--- src/sv/abip_pkg.sv ---
// Shared types and constants for the auto-base integer parser.
// Scan phase codes, character constants and the decoded character record.
// No dependencies.
package abip_pkg;

  localparam int unsigned ValueW = 64;

  localparam logic [7:0] ChNul   = 8'h00;
  localparam logic [7:0] ChTab   = 8'h09;
  localparam logic [7:0] ChSpace = 8'h20;
  localparam logic [7:0] ChPlus  = 8'h2B;
  localparam logic [7:0] ChMinus = 8'h2D;
  localparam logic [7:0] ChZero  = 8'h30;
  localparam logic [7:0] ChSeven = 8'h37;
  localparam logic [7:0] ChNine  = 8'h39;
  localparam logic [7:0] ChUpA   = 8'h41;
  localparam logic [7:0] ChUpF   = 8'h46;
  localparam logic [7:0] ChUpX   = 8'h58;
  localparam logic [7:0] ChLowA  = 8'h61;
  localparam logic [7:0] ChLowF  = 8'h66;
  localparam logic [7:0] ChLowX  = 8'h78;

  // Letter digits: 'a' - 10 and 'A' - 10
  localparam logic [7:0] LowHexBias = 8'h57;
  localparam logic [7:0] UpHexBias  = 8'h37;

  typedef enum logic [6:0] {
    PH_BLANK1 = 7'b000_0001,
    PH_BLANK2 = 7'b000_0010,
    PH_ZERO   = 7'b000_0100,
    PH_DEC    = 7'b000_1000,
    PH_OCT    = 7'b001_0000,
    PH_HEX    = 7'b010_0000,
    PH_DONE   = 7'b100_0000
  } phase_t;

  typedef struct packed {
    logic       blank;
    logic       sign;
    logic       minus;
    logic       zero;
    logic       dec;
    logic       oct;
    logic       hex_x;
    logic       hex;
    logic [3:0] digit;
  } char_class_t;

endpackage

--- src/sv/abip_ifs.sv ---
// Valid/ready channel interfaces for the auto-base integer parser.
// Character channel in, value channel out. Depends on abip_pkg.
interface abip_char_if;
  logic       valid;
  logic       ready;
  logic [7:0] char_code;
  logic       is_last;

  modport source (output valid, output char_code, output is_last, input ready);
  modport sink   (input valid, input char_code, input is_last, output ready);
endinterface

interface abip_value_if;
  logic                                valid;
  logic                                ready;
  logic signed [abip_pkg::ValueW-1:0]  parsed_value;

  modport source (output valid, output parsed_value, input ready);
  modport sink   (input valid, input parsed_value, output ready);
endinterface

--- src/sv/abip_decode.sv ---
// Character classifier: blank, sign, digit classes and digit value.
// Pure combinational. Depends on abip_pkg.
module abip_decode (
  input  logic [7:0]             char_code,
  output abip_pkg::char_class_t  cls
);

  logic is_low_hex;
  logic is_up_hex;
  logic [7:0] dig_full;

  always_comb begin
    is_low_hex = char_code inside {[abip_pkg::ChLowA:abip_pkg::ChLowF]};
    is_up_hex  = char_code inside {[abip_pkg::ChUpA:abip_pkg::ChUpF]};

    cls.blank = (char_code == abip_pkg::ChSpace) || (char_code == abip_pkg::ChTab);
    cls.minus = (char_code == abip_pkg::ChMinus);
    cls.sign  = cls.minus || (char_code == abip_pkg::ChPlus);
    cls.zero  = (char_code == abip_pkg::ChZero);
    cls.dec   = char_code inside {[abip_pkg::ChZero:abip_pkg::ChNine]};
    cls.oct   = char_code inside {[abip_pkg::ChZero:abip_pkg::ChSeven]};
    cls.hex_x = (char_code == abip_pkg::ChLowX) || (char_code == abip_pkg::ChUpX);
    cls.hex   = cls.dec || is_low_hex || is_up_hex;

    if (is_low_hex) begin
      dig_full = char_code - abip_pkg::LowHexBias;
    end else if (is_up_hex) begin
      dig_full = char_code - abip_pkg::UpHexBias;
    end else begin
      dig_full = char_code - abip_pkg::ChZero;
    end
    cls.digit = dig_full[3:0];
  end

endmodule

--- src/sv/abip_core.sv ---
// Scan state, accumulator update and result register of the parser.
// One character is consumed per step. Depends on abip_pkg, abip_decode.
module abip_core (
  input  logic                        clk,
  input  logic                        rst,
  input  logic                        step_valid,
  input  logic [7:0]                  step_char,
  input  logic                        step_last,
  output logic                        step_ready,
  output logic                        out_valid,
  input  logic                        out_ready,
  output logic [abip_pkg::ValueW-1:0] out_value
);

  localparam int unsigned W = abip_pkg::ValueW;

  abip_pkg::phase_t      phase, phase_next;
  logic [W-1:0]          acc, acc_next;
  logic                  neg, neg_next;
  logic [W-1:0]          res_acc;
  logic                  res_neg;
  abip_pkg::char_class_t cls;
  logic [W-1:0]          scaled;
  logic [W-1:0]          mac;
  logic [W-1:0]          digit_w;
  logic                  step_fire;

  abip_decode u_decode (
    .char_code (step_char),
    .cls       (cls)
  );

  assign step_ready = !step_last || !out_valid || out_ready;
  assign step_fire  = step_valid && step_ready;

  always_comb begin
    digit_w = {{(W-4){1'b0}}, cls.digit};
    case (phase)
      abip_pkg::PH_OCT: scaled = acc << 3;
      abip_pkg::PH_HEX: scaled = acc << 4;
      default:          scaled = (acc << 3) + (acc << 1);
    endcase
    mac = scaled + digit_w;
  end

  always_comb begin
    phase_next = phase;
    acc_next   = acc;
    neg_next   = neg;
    case (phase)
      abip_pkg::PH_BLANK1, abip_pkg::PH_BLANK2: begin
        if (cls.blank) begin
          phase_next = phase;
        end else if (cls.sign && phase == abip_pkg::PH_BLANK1) begin
          neg_next   = cls.minus;
          phase_next = abip_pkg::PH_BLANK2;
        end else if (cls.zero) begin
          acc_next   = '0;
          phase_next = abip_pkg::PH_ZERO;
        end else if (cls.dec) begin
          acc_next   = digit_w;
          phase_next = abip_pkg::PH_DEC;
        end else begin
          phase_next = abip_pkg::PH_DONE;
        end
      end
      abip_pkg::PH_ZERO: begin
        if (cls.hex_x) begin
          phase_next = abip_pkg::PH_HEX;
        end else if (cls.oct) begin
          acc_next   = digit_w;
          phase_next = abip_pkg::PH_OCT;
        end else begin
          phase_next = abip_pkg::PH_DONE;
        end
      end
      abip_pkg::PH_DEC: begin
        if (cls.dec) acc_next = mac;
        else         phase_next = abip_pkg::PH_DONE;
      end
      abip_pkg::PH_OCT: begin
        if (cls.oct) acc_next = mac;
        else         phase_next = abip_pkg::PH_DONE;
      end
      abip_pkg::PH_HEX: begin
        if (cls.hex) acc_next = mac;
        else         phase_next = abip_pkg::PH_DONE;
      end
      default: phase_next = abip_pkg::PH_DONE;
    endcase
  end

  always_ff @(posedge clk) begin
    if (rst) begin
      phase     <= abip_pkg::PH_BLANK1;
      acc       <= '0;
      neg       <= 1'b0;
      out_valid <= 1'b0;
    end else begin
      if (out_valid && out_ready) out_valid <= 1'b0;
      if (step_fire) begin
        if (step_last) begin
          phase     <= abip_pkg::PH_BLANK1;
          acc       <= '0;
          neg       <= 1'b0;
          out_valid <= 1'b1;
        end else begin
          phase <= phase_next;
          acc   <= acc_next;
          neg   <= neg_next;
        end
      end
    end
  end

  always_ff @(posedge clk) begin
    if (step_fire && step_last) begin
      res_acc <= acc_next;
      res_neg <= neg_next;
    end
  end

  assign out_value = res_neg ? (~res_acc + {{(W-1){1'b0}}, 1'b1}) : res_acc;

`ifndef SYNTHESIS
  a_last_resets: assert property (@(posedge clk) disable iff (rst)
    step_fire && step_last |=> phase == abip_pkg::PH_BLANK1 && acc == '0 && !neg)
    else $error("state not cleared after last item");

  a_last_emits: assert property (@(posedge clk) disable iff (rst)
    step_fire && step_last |=> out_valid)
    else $error("last item gave no result");

  a_done_sticks: assert property (@(posedge clk) disable iff (rst)
    step_fire && !step_last && phase == abip_pkg::PH_DONE
      |=> phase == abip_pkg::PH_DONE && $stable(acc))
    else $error("scan resumed after it stopped");

  a_blank_acc_zero: assert property (@(posedge clk) disable iff (rst)
    phase == abip_pkg::PH_BLANK1 || phase == abip_pkg::PH_BLANK2 |-> acc == '0)
    else $error("accumulator set before any digit");

  a_blank1_pos: assert property (@(posedge clk) disable iff (rst)
    phase == abip_pkg::PH_BLANK1 |-> !neg)
    else $error("sign set before sign phase");
`endif

endmodule

--- src/sv/auto_base_integer_parser.sv ---
// Auto-base integer parser: one character per item, value out on the last item.
// Result path: the last character passes the input and result registers.
// Throughput: one character per cycle, no gap between strings, if results drain.
// Stalls: the output register holds a result while the next string is taken in.
// Reset (rst, synchronous): clears valid flags, scan phase, accumulator and sign.
// Depends on abip_pkg, abip_ifs, abip_decode, abip_core.
module auto_base_integer_parser (
  input  logic                clk,
  input  logic                rst,
  abip_char_if.sink           text,
  abip_value_if.source        result
);

  // Input register: holds one character while the scan stage is busy
  logic       in_valid;
  logic [7:0] in_char;
  logic       in_last;
  logic       step_ready;
  logic       core_valid;
  logic [abip_pkg::ValueW-1:0] core_value;

  // Take a new item whenever the register is empty or the held one moves on this cycle
  assign text.ready = !in_valid || step_ready;

  always_ff @(posedge clk) begin
    if (rst) begin
      in_valid <= 1'b0;
    end else if (text.ready) begin
      in_valid <= text.valid;
    end
  end

  // Payload needs no reset; load only on acceptance
  always_ff @(posedge clk) begin
    if (text.valid && text.ready) begin
      in_char <= text.char_code;
      in_last <= text.is_last;
    end
  end

  // Scan stage: phase, accumulator, sign and the result register
  abip_core u_core (
    .clk        (clk),
    .rst        (rst),
    .step_valid (in_valid),
    .step_char  (in_char),
    .step_last  (in_last),
    .step_ready (step_ready),
    .out_valid  (core_valid),
    .out_ready  (result.ready),
    .out_value  (core_value)
  );

  assign result.valid        = core_valid;
  assign result.parsed_value = signed'(core_value);

endmodule
--- src/flat_wrapper.sv ---
// flat-port wrapper written by rule: the top's interface ports become plain ports
module auto_base_integer_parser_flat 
  (clk, rst, text_valid, text_char_code, text_is_last, text_ready, result_valid, result_parsed_value, result_ready);
  abip_char_if text_i ();
  abip_value_if result_i ();
  input  logic clk;
  input  logic rst;
  input wire logic [$bits(text_i.valid)-1:0] text_valid;
  input wire logic [$bits(text_i.char_code)-1:0] text_char_code;
  input wire logic [$bits(text_i.is_last)-1:0] text_is_last;
  output wire logic [$bits(text_i.ready)-1:0] text_ready;
  output wire logic [$bits(result_i.valid)-1:0] result_valid;
  output wire logic [$bits(result_i.parsed_value)-1:0] result_parsed_value;
  input wire logic [$bits(result_i.ready)-1:0] result_ready;
  assign text_i.valid = text_valid;
  assign text_i.char_code = text_char_code;
  assign text_i.is_last = text_is_last;
  assign text_ready = text_i.ready;
  assign result_valid = result_i.valid;
  assign result_parsed_value = result_i.parsed_value;
  assign result_i.ready = result_ready;
  auto_base_integer_parser u_core (.clk(clk), .rst(rst), .text(text_i), .result(result_i));
endmodule
--- config.mk ---
export PLATFORM = sky130hd
export DESIGN_NAME = auto_base_integer_parser_flat
export DESIGN_NICKNAME = d
export VERILOG_FILES = /design/src/sv/abip_pkg.sv /design/src/sv/abip_ifs.sv /design/src/sv/abip_decode.sv /design/src/sv/abip_core.sv /design/src/sv/auto_base_integer_parser.sv /design/src/flat_wrapper.sv
export SDC_FILE = /design/constraint.sdc
export NUM_CORES = 1
export LEC_CHECK = 0
export BUFFER_PORTS_ARGS = -buffer_cell sky130_fd_sc_hd__buf_2
export CORE_MARGIN = 2
export CORE_UTILIZATION = 30
export CTS_BUF_LIST = sky130_fd_sc_hd__clkbuf_8
export DETAILED_ROUTE_END_ITERATION = 8
export PLACE_DENSITY_LB_ADDON = 0.1
export SLEW_MARGIN = 0
export SYNTH_ARGS = -nofsm -noshare
export SYNTH_HDL_FRONTEND = slang
export SYNTH_SLANG_ARGS = --single-unit
--- constraint.sdc ---
create_clock -name clk -period 6.78 [get_ports clk]
set_clock_uncertainty 0.05 [all_clocks]
set_input_delay 1.017 -clock clk [delete_from_list [all_inputs] [get_ports clk]]
set_output_delay 1.017 -clock clk [all_outputs]
set_load 0.005 [all_outputs]
# Word-level counts from Yosys, hierarchy flattened
# Index checks and enable logic that the tools add are counted.
# totals
ff_bits	148
input_bits	13
out_inout_bits	66
word_cells	95
# classes
addsub	6
order_cmp	7
n_eq_ne	17
mux	33
n_bitwise	1
reduce_logical	22
# op_table
op	n
2-to-1 mux 64 bit	11
one-hot mux 64 bit (5 select lines)	1
one-hot mux 64 bit (2 select lines)	1
2-to-1 mux 7 bit	10
adder 64 x 1 -> 64 bit (second input constant)	1
adder 64 x 4 -> 64 bit	1
adder 64 bit	1
inverter 64 bit	1
one-hot mux 7 bit (5 select lines)	1
== test 8 x 6 -> 1 bit (second input constant)	4
== test 8 x 7 -> 1 bit (second input constant)	2
greater-or-equal comparator 8 x 7 -> 1 bit (second input constant)	2
<= comparator 8 x 6 -> 1 bit (second input constant)	2
<= comparator 8 x 7 -> 1 bit (second input constant)	2
inequality test 3 x 2 -> 1 bit (second input constant)	4
logical AND 1 bit	9
== test 8 x 4 -> 1 bit (second input constant)	1
greater-or-equal comparator 8 x 6 -> 1 bit (second input constant)	1
logical OR 1 bit	8
2-to-1 mux 4 bit	2
subtractor 4 x 3 -> 4 bit (second input constant)	2
== test 7 x 1 -> 1 bit (second input constant)	1
== test 7 x 2 -> 1 bit (second input constant)	1
== test 7 x 3 -> 1 bit (second input constant)	1
8 further kinds	16

# Longest topological paths before layout
# depth
word_depth	10
mapped_depth	24
depth_no_buf	21

# Cells and area by module
# A second synthesis with hierarchy kept.
# hier_totals
hier_cells	1817
area_unflattened_um2	14287.5
# by_module_without_submodules
mod	n_inst	cells_each	area_per_inst_um2	seq_area_each_um2
abip_core	1	1761	13656.8	3413.3
auto_base_integer_parser	1	14	325.3	290.3
abip_decode	1	42	305.3	0.0

# Least setup slack after synthesis
# OpenSTA, ideal clock, no wires.
# synth_timing
path_kind	flip-flop to flip-flop
start	register u_core.u_core.phase[5]
end	register u_core.u_core.res_acc[63], data pin
setup_time_ns	0.256
arrival_time_ns	5.460
required_ns	6.474
slack_ns	1.013
stages_incl_launch_ff	25
n_path_buf	7
synth_period_minus_slack_ns	5.767
path_cell_list	dfxtp_1 -> nand2b_1 -> clkbuf_1 -> a211o_1 -> clkbuf_1 -> clkbuf_1 -> clkbuf_1 -> clkbuf_1 -> clkbuf_1 -> clkbuf_1 -> and2_1 -> ha_1 -> inv_1 -> fa_1 -> inv_1 -> a21oi_1 -> nor2_1 -> o211ai_1 -> nor4_1 -> nand4_1 -> nor4_4 -> nand4_2 -> nor4_1 -> xor2_1 -> a22o_1
# synth_between
elab_chain_cells	5
word_cells_on_any_way	16
classes_between	add/sub (1); eq/ne (6); mux (7); reduce/logical (2)
# synth_rtl
item	line	source
start: declaration	abip_core.sv:17	abip_pkg::phase_t phase, phase_next;
start signal: assignment	abip_core.sv:95	phase <= abip_pkg::PH_BLANK1;
start signal: assignment	abip_core.sv:103	phase <= abip_pkg::PH_BLANK1;
start signal: assignment	abip_core.sv:108	phase <= phase_next;
== test 7 x 6 -> 1 bit, or another cell as far along	abip_core.sv:38, abip_core.sv:50	
one-hot mux 64 bit (2 select lines) or logical AND 1 bit (tied branches)	abip_core.sv:38, abip_core.sv:54	
adder 64 x 4 -> 64 bit or 2-to-1 mux 64 bit (tied branches)	abip_core.sv:43, abip_core.sv:54	
2-to-1 mux 64 bit (on tied branches)	n/a	
one-hot mux 64 bit (5 select lines) *	abip_core.sv:50	case (phase)
net u_core.u_core.acc_next[63]	abip_core.sv:18	logic [W-1:0] acc, acc_next;
end signal: assignment	abip_core.sv:118	res_acc <= acc_next;
end: declaration	abip_core.sv:20	logic [W-1:0] res_acc;
# Mark *: on every way through the listed nets, which the timed path passes. The rest lies on a longest branch.
# A chain may end at the register's enable or synchronous reset.

# Worst setup path in the final report
# layout_timing
start	register u_core.u_core.res_acc[8]
end	output port result_parsed_value[60]
# layout_between
elab_chain_cells	3
# layout_rtl
item	line	source
inverter 64 bit	abip_core.sv:123	assign out_value = res_neg ? (~res_acc + {{(W-1){1'b0}}, 1'b1}) : res_acc;
adder 64 x 1 -> 64 bit	abip_core.sv:123	
2-to-1 mux 64 bit	abip_core.sv:123	
end: declaration	flat_wrapper.sv:13	output wire logic [$bits(result_i.parsed_value)-1:0] result_parsed_value;
# No other way between the ends.

==> metrics.yaml <==
outcome:
  outcome: "completed"
grt:
  grt_pass1_wl_um: 84400
  antenna_found_initial: 2
  grt_max_degree: 65
  grt.total_usage_pct: 21.7
  overflow: 0
  first_global_vias: 13715
clock_network:
  cts_max_level: 4
  numClockSinks: 148
  post_cts_buffers: 0
  clock_latency_ps: 480
  cts_buffer_depth: 2
  cts_hold_buf: 0
  path_clk_slew_ps: 90
  cts_tree: "built"
  cts.repair.resized: 0
  cts-buffers-inserted: 17
  cts_root_buffer: "clkbuf_8"
finish:
  post-route-util_pct: 33.2
  fin_nets: 1946
  n_antenna_cell: 0
  multi_input_area_um2: 10300
  drive_gt1_share_pct: 10.3
  nFillCells: 5073
  final_area_um2: 15900
  seqCellArea_um2: 3700
  area.growth.synth_to_final_pct: 9.23
synth:
  synth_top_area_cell: "edfxtp_1"
  syn_nets: 1937
  synth-compound-area-share_pct: 30.9
  synth_top_family_by_area: "compound AO/OA/AOI/OAI gates"
  ys.flop_type: "edfxtp_1"
  synth-async-reset-ratio_pct: 0
  synth_adder_area_share_pct: 6.22
  synth_simple_gate_area_share_pct: 23.9
  ys_types: 93
  yosys-mux-area-fraction_pct: 0.853
  synth_area_leaders: "edfxtp_1 15%, dfxtp_1 10%, xnor2_1 6.4%"
  synth_edf_count: 74
  syn_area_um2: 14500
  ys_warn_count: 0
  ys_ff_latch: 148
  synth.avg_cell_area_um2: 7.84
  synth-xor-area-share_pct: 8.81
  synth_top_area_share_pct: 15.3
  syn_inst: 1853
  seq_area_frac_synth_pct: 25.5
flow_run:
  max_cap_violations: 0
route:
  initialDrtViolationCount: 1283
  wirelength_um: 55400
  antenna_left: 0
  drcViolationCount: 0
  wl_per_cell_um: 22.3
  dr.pass1.iters: 5
  vias_per_cell: 5.96
  dr_total_vias: 14828
timing:
  slew_viol_final: 0
  tightest_slew_ps: 1160
  layout_setup_ws_ps: 810
  max_freq_mhz: 167
  finalHoldViolCount: 0
  fin_crit_sh_pct: 88.1
  setup_viol: 0
  tns_ps: 0
  fin_crit_ps: 5970
  maxSlewHeadroom_pct: 23.0
  rsz0062_at_grt: "no"
floorplan:
  die_h_um: 224
  rows: 80
  pin_count: 79
  dieArea_um2: 50200
  core_um2: 47700
  start_util_pct: 30.4
  die_w_um: 224
worst_setup_path:
  worstPathRequired_ps: 5710
  cp-startpoint: "u_core.u_core.res_acc[8]"
  worstPathMaxFanout: 8
  critical_path_arrival_ps: 4900
  critical_path_class: "reg2out"
  crit_path_end_kind: "output port"
  reg2reg_from: "u_core.u_core.phase[0]"
  worstSetupStartpointType: "flip-flop"
placed_design:
  placed_cell_area_um2: 15500
  gp_congestion: 0.911
  port_buffers: 78
  dp.final_hpwl_um: 43100
  pre_cts_slack_ps: 1060
min_path:
  min_from: "u_core.u_core.acc[63]"
  min_path_type: "reg2reg"
power:
  leakage_nw: 5.36
  power_mw: 1.79
  powerDensity_nw_per_um2: 113
  peakVddDrop_v: 0.000132
## routing by layer
metal / part of all wire (%) / vias to the layer above / global-route usage [%]
met2: 41 / 521 / 31.6
met1: 52 / 7125 / 33.8
li1: - / 7149 / -
met5: 0 / - / 0
met3: 6.2 / 33 / 2.94
met4: 1.0 / 0 / 3.76
## worst max-delay path, cell delays in order, from the launching register on
cell      delay [ps]
edfxtp_1         420
or3_4            420
nor3_4           180
nand4_1          220
or3_1            460
nand2b_1         200
or3_1            400
or3_1            500
or4_4            540
or4_1            530
o31ai_1          260
xnor2_1          150
buf_2            130
## final cells by class
class                   instances  area share (%)
clock buffers                  17            1.48
clock inverters                15           0.923
inverters                      31           0.734
multi-input cells            1560            65.0
flip-flops and latches        148            23.3
well taps                     615            4.85
repair buffers                104            3.69
## per-stage QoR
| step | hold slack [ps] | std cells |
|---|---|---|
| 6_report | 448 | 2490 |
| 4_1_cts | 448 | 2490 |
| 3_3_place_gp | 421 | 2458 |
| 5_1_grt | 469 | 2490 |
| 3_5_place_dp | 428 | 2458 |
| 2_1_floorplan | 400 | 1853 |
## power breakdown
part / internal [mW] / switching [mW] / total (mW)
Combinational: 0.0478 / 0.0977 / 0.146
Clock: 0.322 / 0.359 / 0.682
Sequential: 0.944 / 0.0150 / 0.959
## registers in the layout, indices dropped and copies added, names as in the netlist
register                 cells
u_core.u_core.acc           64
u_core.u_core.phase          7
u_core.u_core.out_valid      1
u_core.in_char               8
u_core.u_core.res_acc       64
u_core.u_core.res_neg        1
u_core.u_core.neg            1
u_core.in_last               1
u_core.in_valid              1
## cells in the final DEF, fill, tap and decap left out, types with 7 or more instances in the layout
cell type,count
a211o_1,7
a211oi_1,29
a21o_1,21
a21oi_1,116
a22o_1,54
a22oi_1,74
a31oi_1,18
and2_1,12
and3_1,13
buf_2,78
buf_4,26
clkbuf_8,17
dfxtp_1,74
edfxtp_1,74
ha_1,69
inv_1,34
mux2i_1,9
nand2_1,192
nand2b_1,15
nand3_1,47
nand3b_1,14
nand4_1,45
nor2_1,160
nor3_1,48
nor3b_1,7
nor4_1,24
o211ai_1,26
o21a_1,17
o21ai_0,131
o21ai_1,13
o22ai_1,7
o31ai_1,31
o41ai_1,8
or2_2,12
or3_1,20
or4_1,19
xnor2_1,106
xor2_1,40
## cells by family after synthesis
kind of cell,Yosys count
AND/OR/NAND/NOR,680
AO/OA/AOI/OAI,651
flip-flops,148
XOR/XNOR,146
buffers and inverters,145
adder cells (fa/ha/maj),71
multiplexers,12
## Yosys cell counts (18+ instances only)
cell type,number
inv_1,31
nand4_1,45
o211ai_1,26
xnor2_1,106
a31oi_1,18
nor2_1,161
o31ai_1,31
or3_1,20
xor2_1,40
ha_1,69
or4_1,19
a22oi_1,74
nand3_1,47
clkbuf_1,96
a21oi_1,117
nand2_1,192
dfxtp_1,74
nor3_1,48
edfxtp_1,74
a22o_1,54
a211oi_1,29
nor4_1,24
a21o_1,21
o21ai_0,131
## final timing paths
| check | endpoint | slack [ps] | depth (start not counted) |
|---|---|---|---|
| worst min register to register | u_core.u_core.acc[63] | 450 | 1 |
| worst min-delay path | u_core.u_core.acc[63] | 450 | 1 |
| worst max register to register | u_core.u_core.acc[54] | 1060 | 14 |
| worst max-delay path | result_parsed_value[60] | 810 | 12 |
Power figures use the tool's default switching activity.
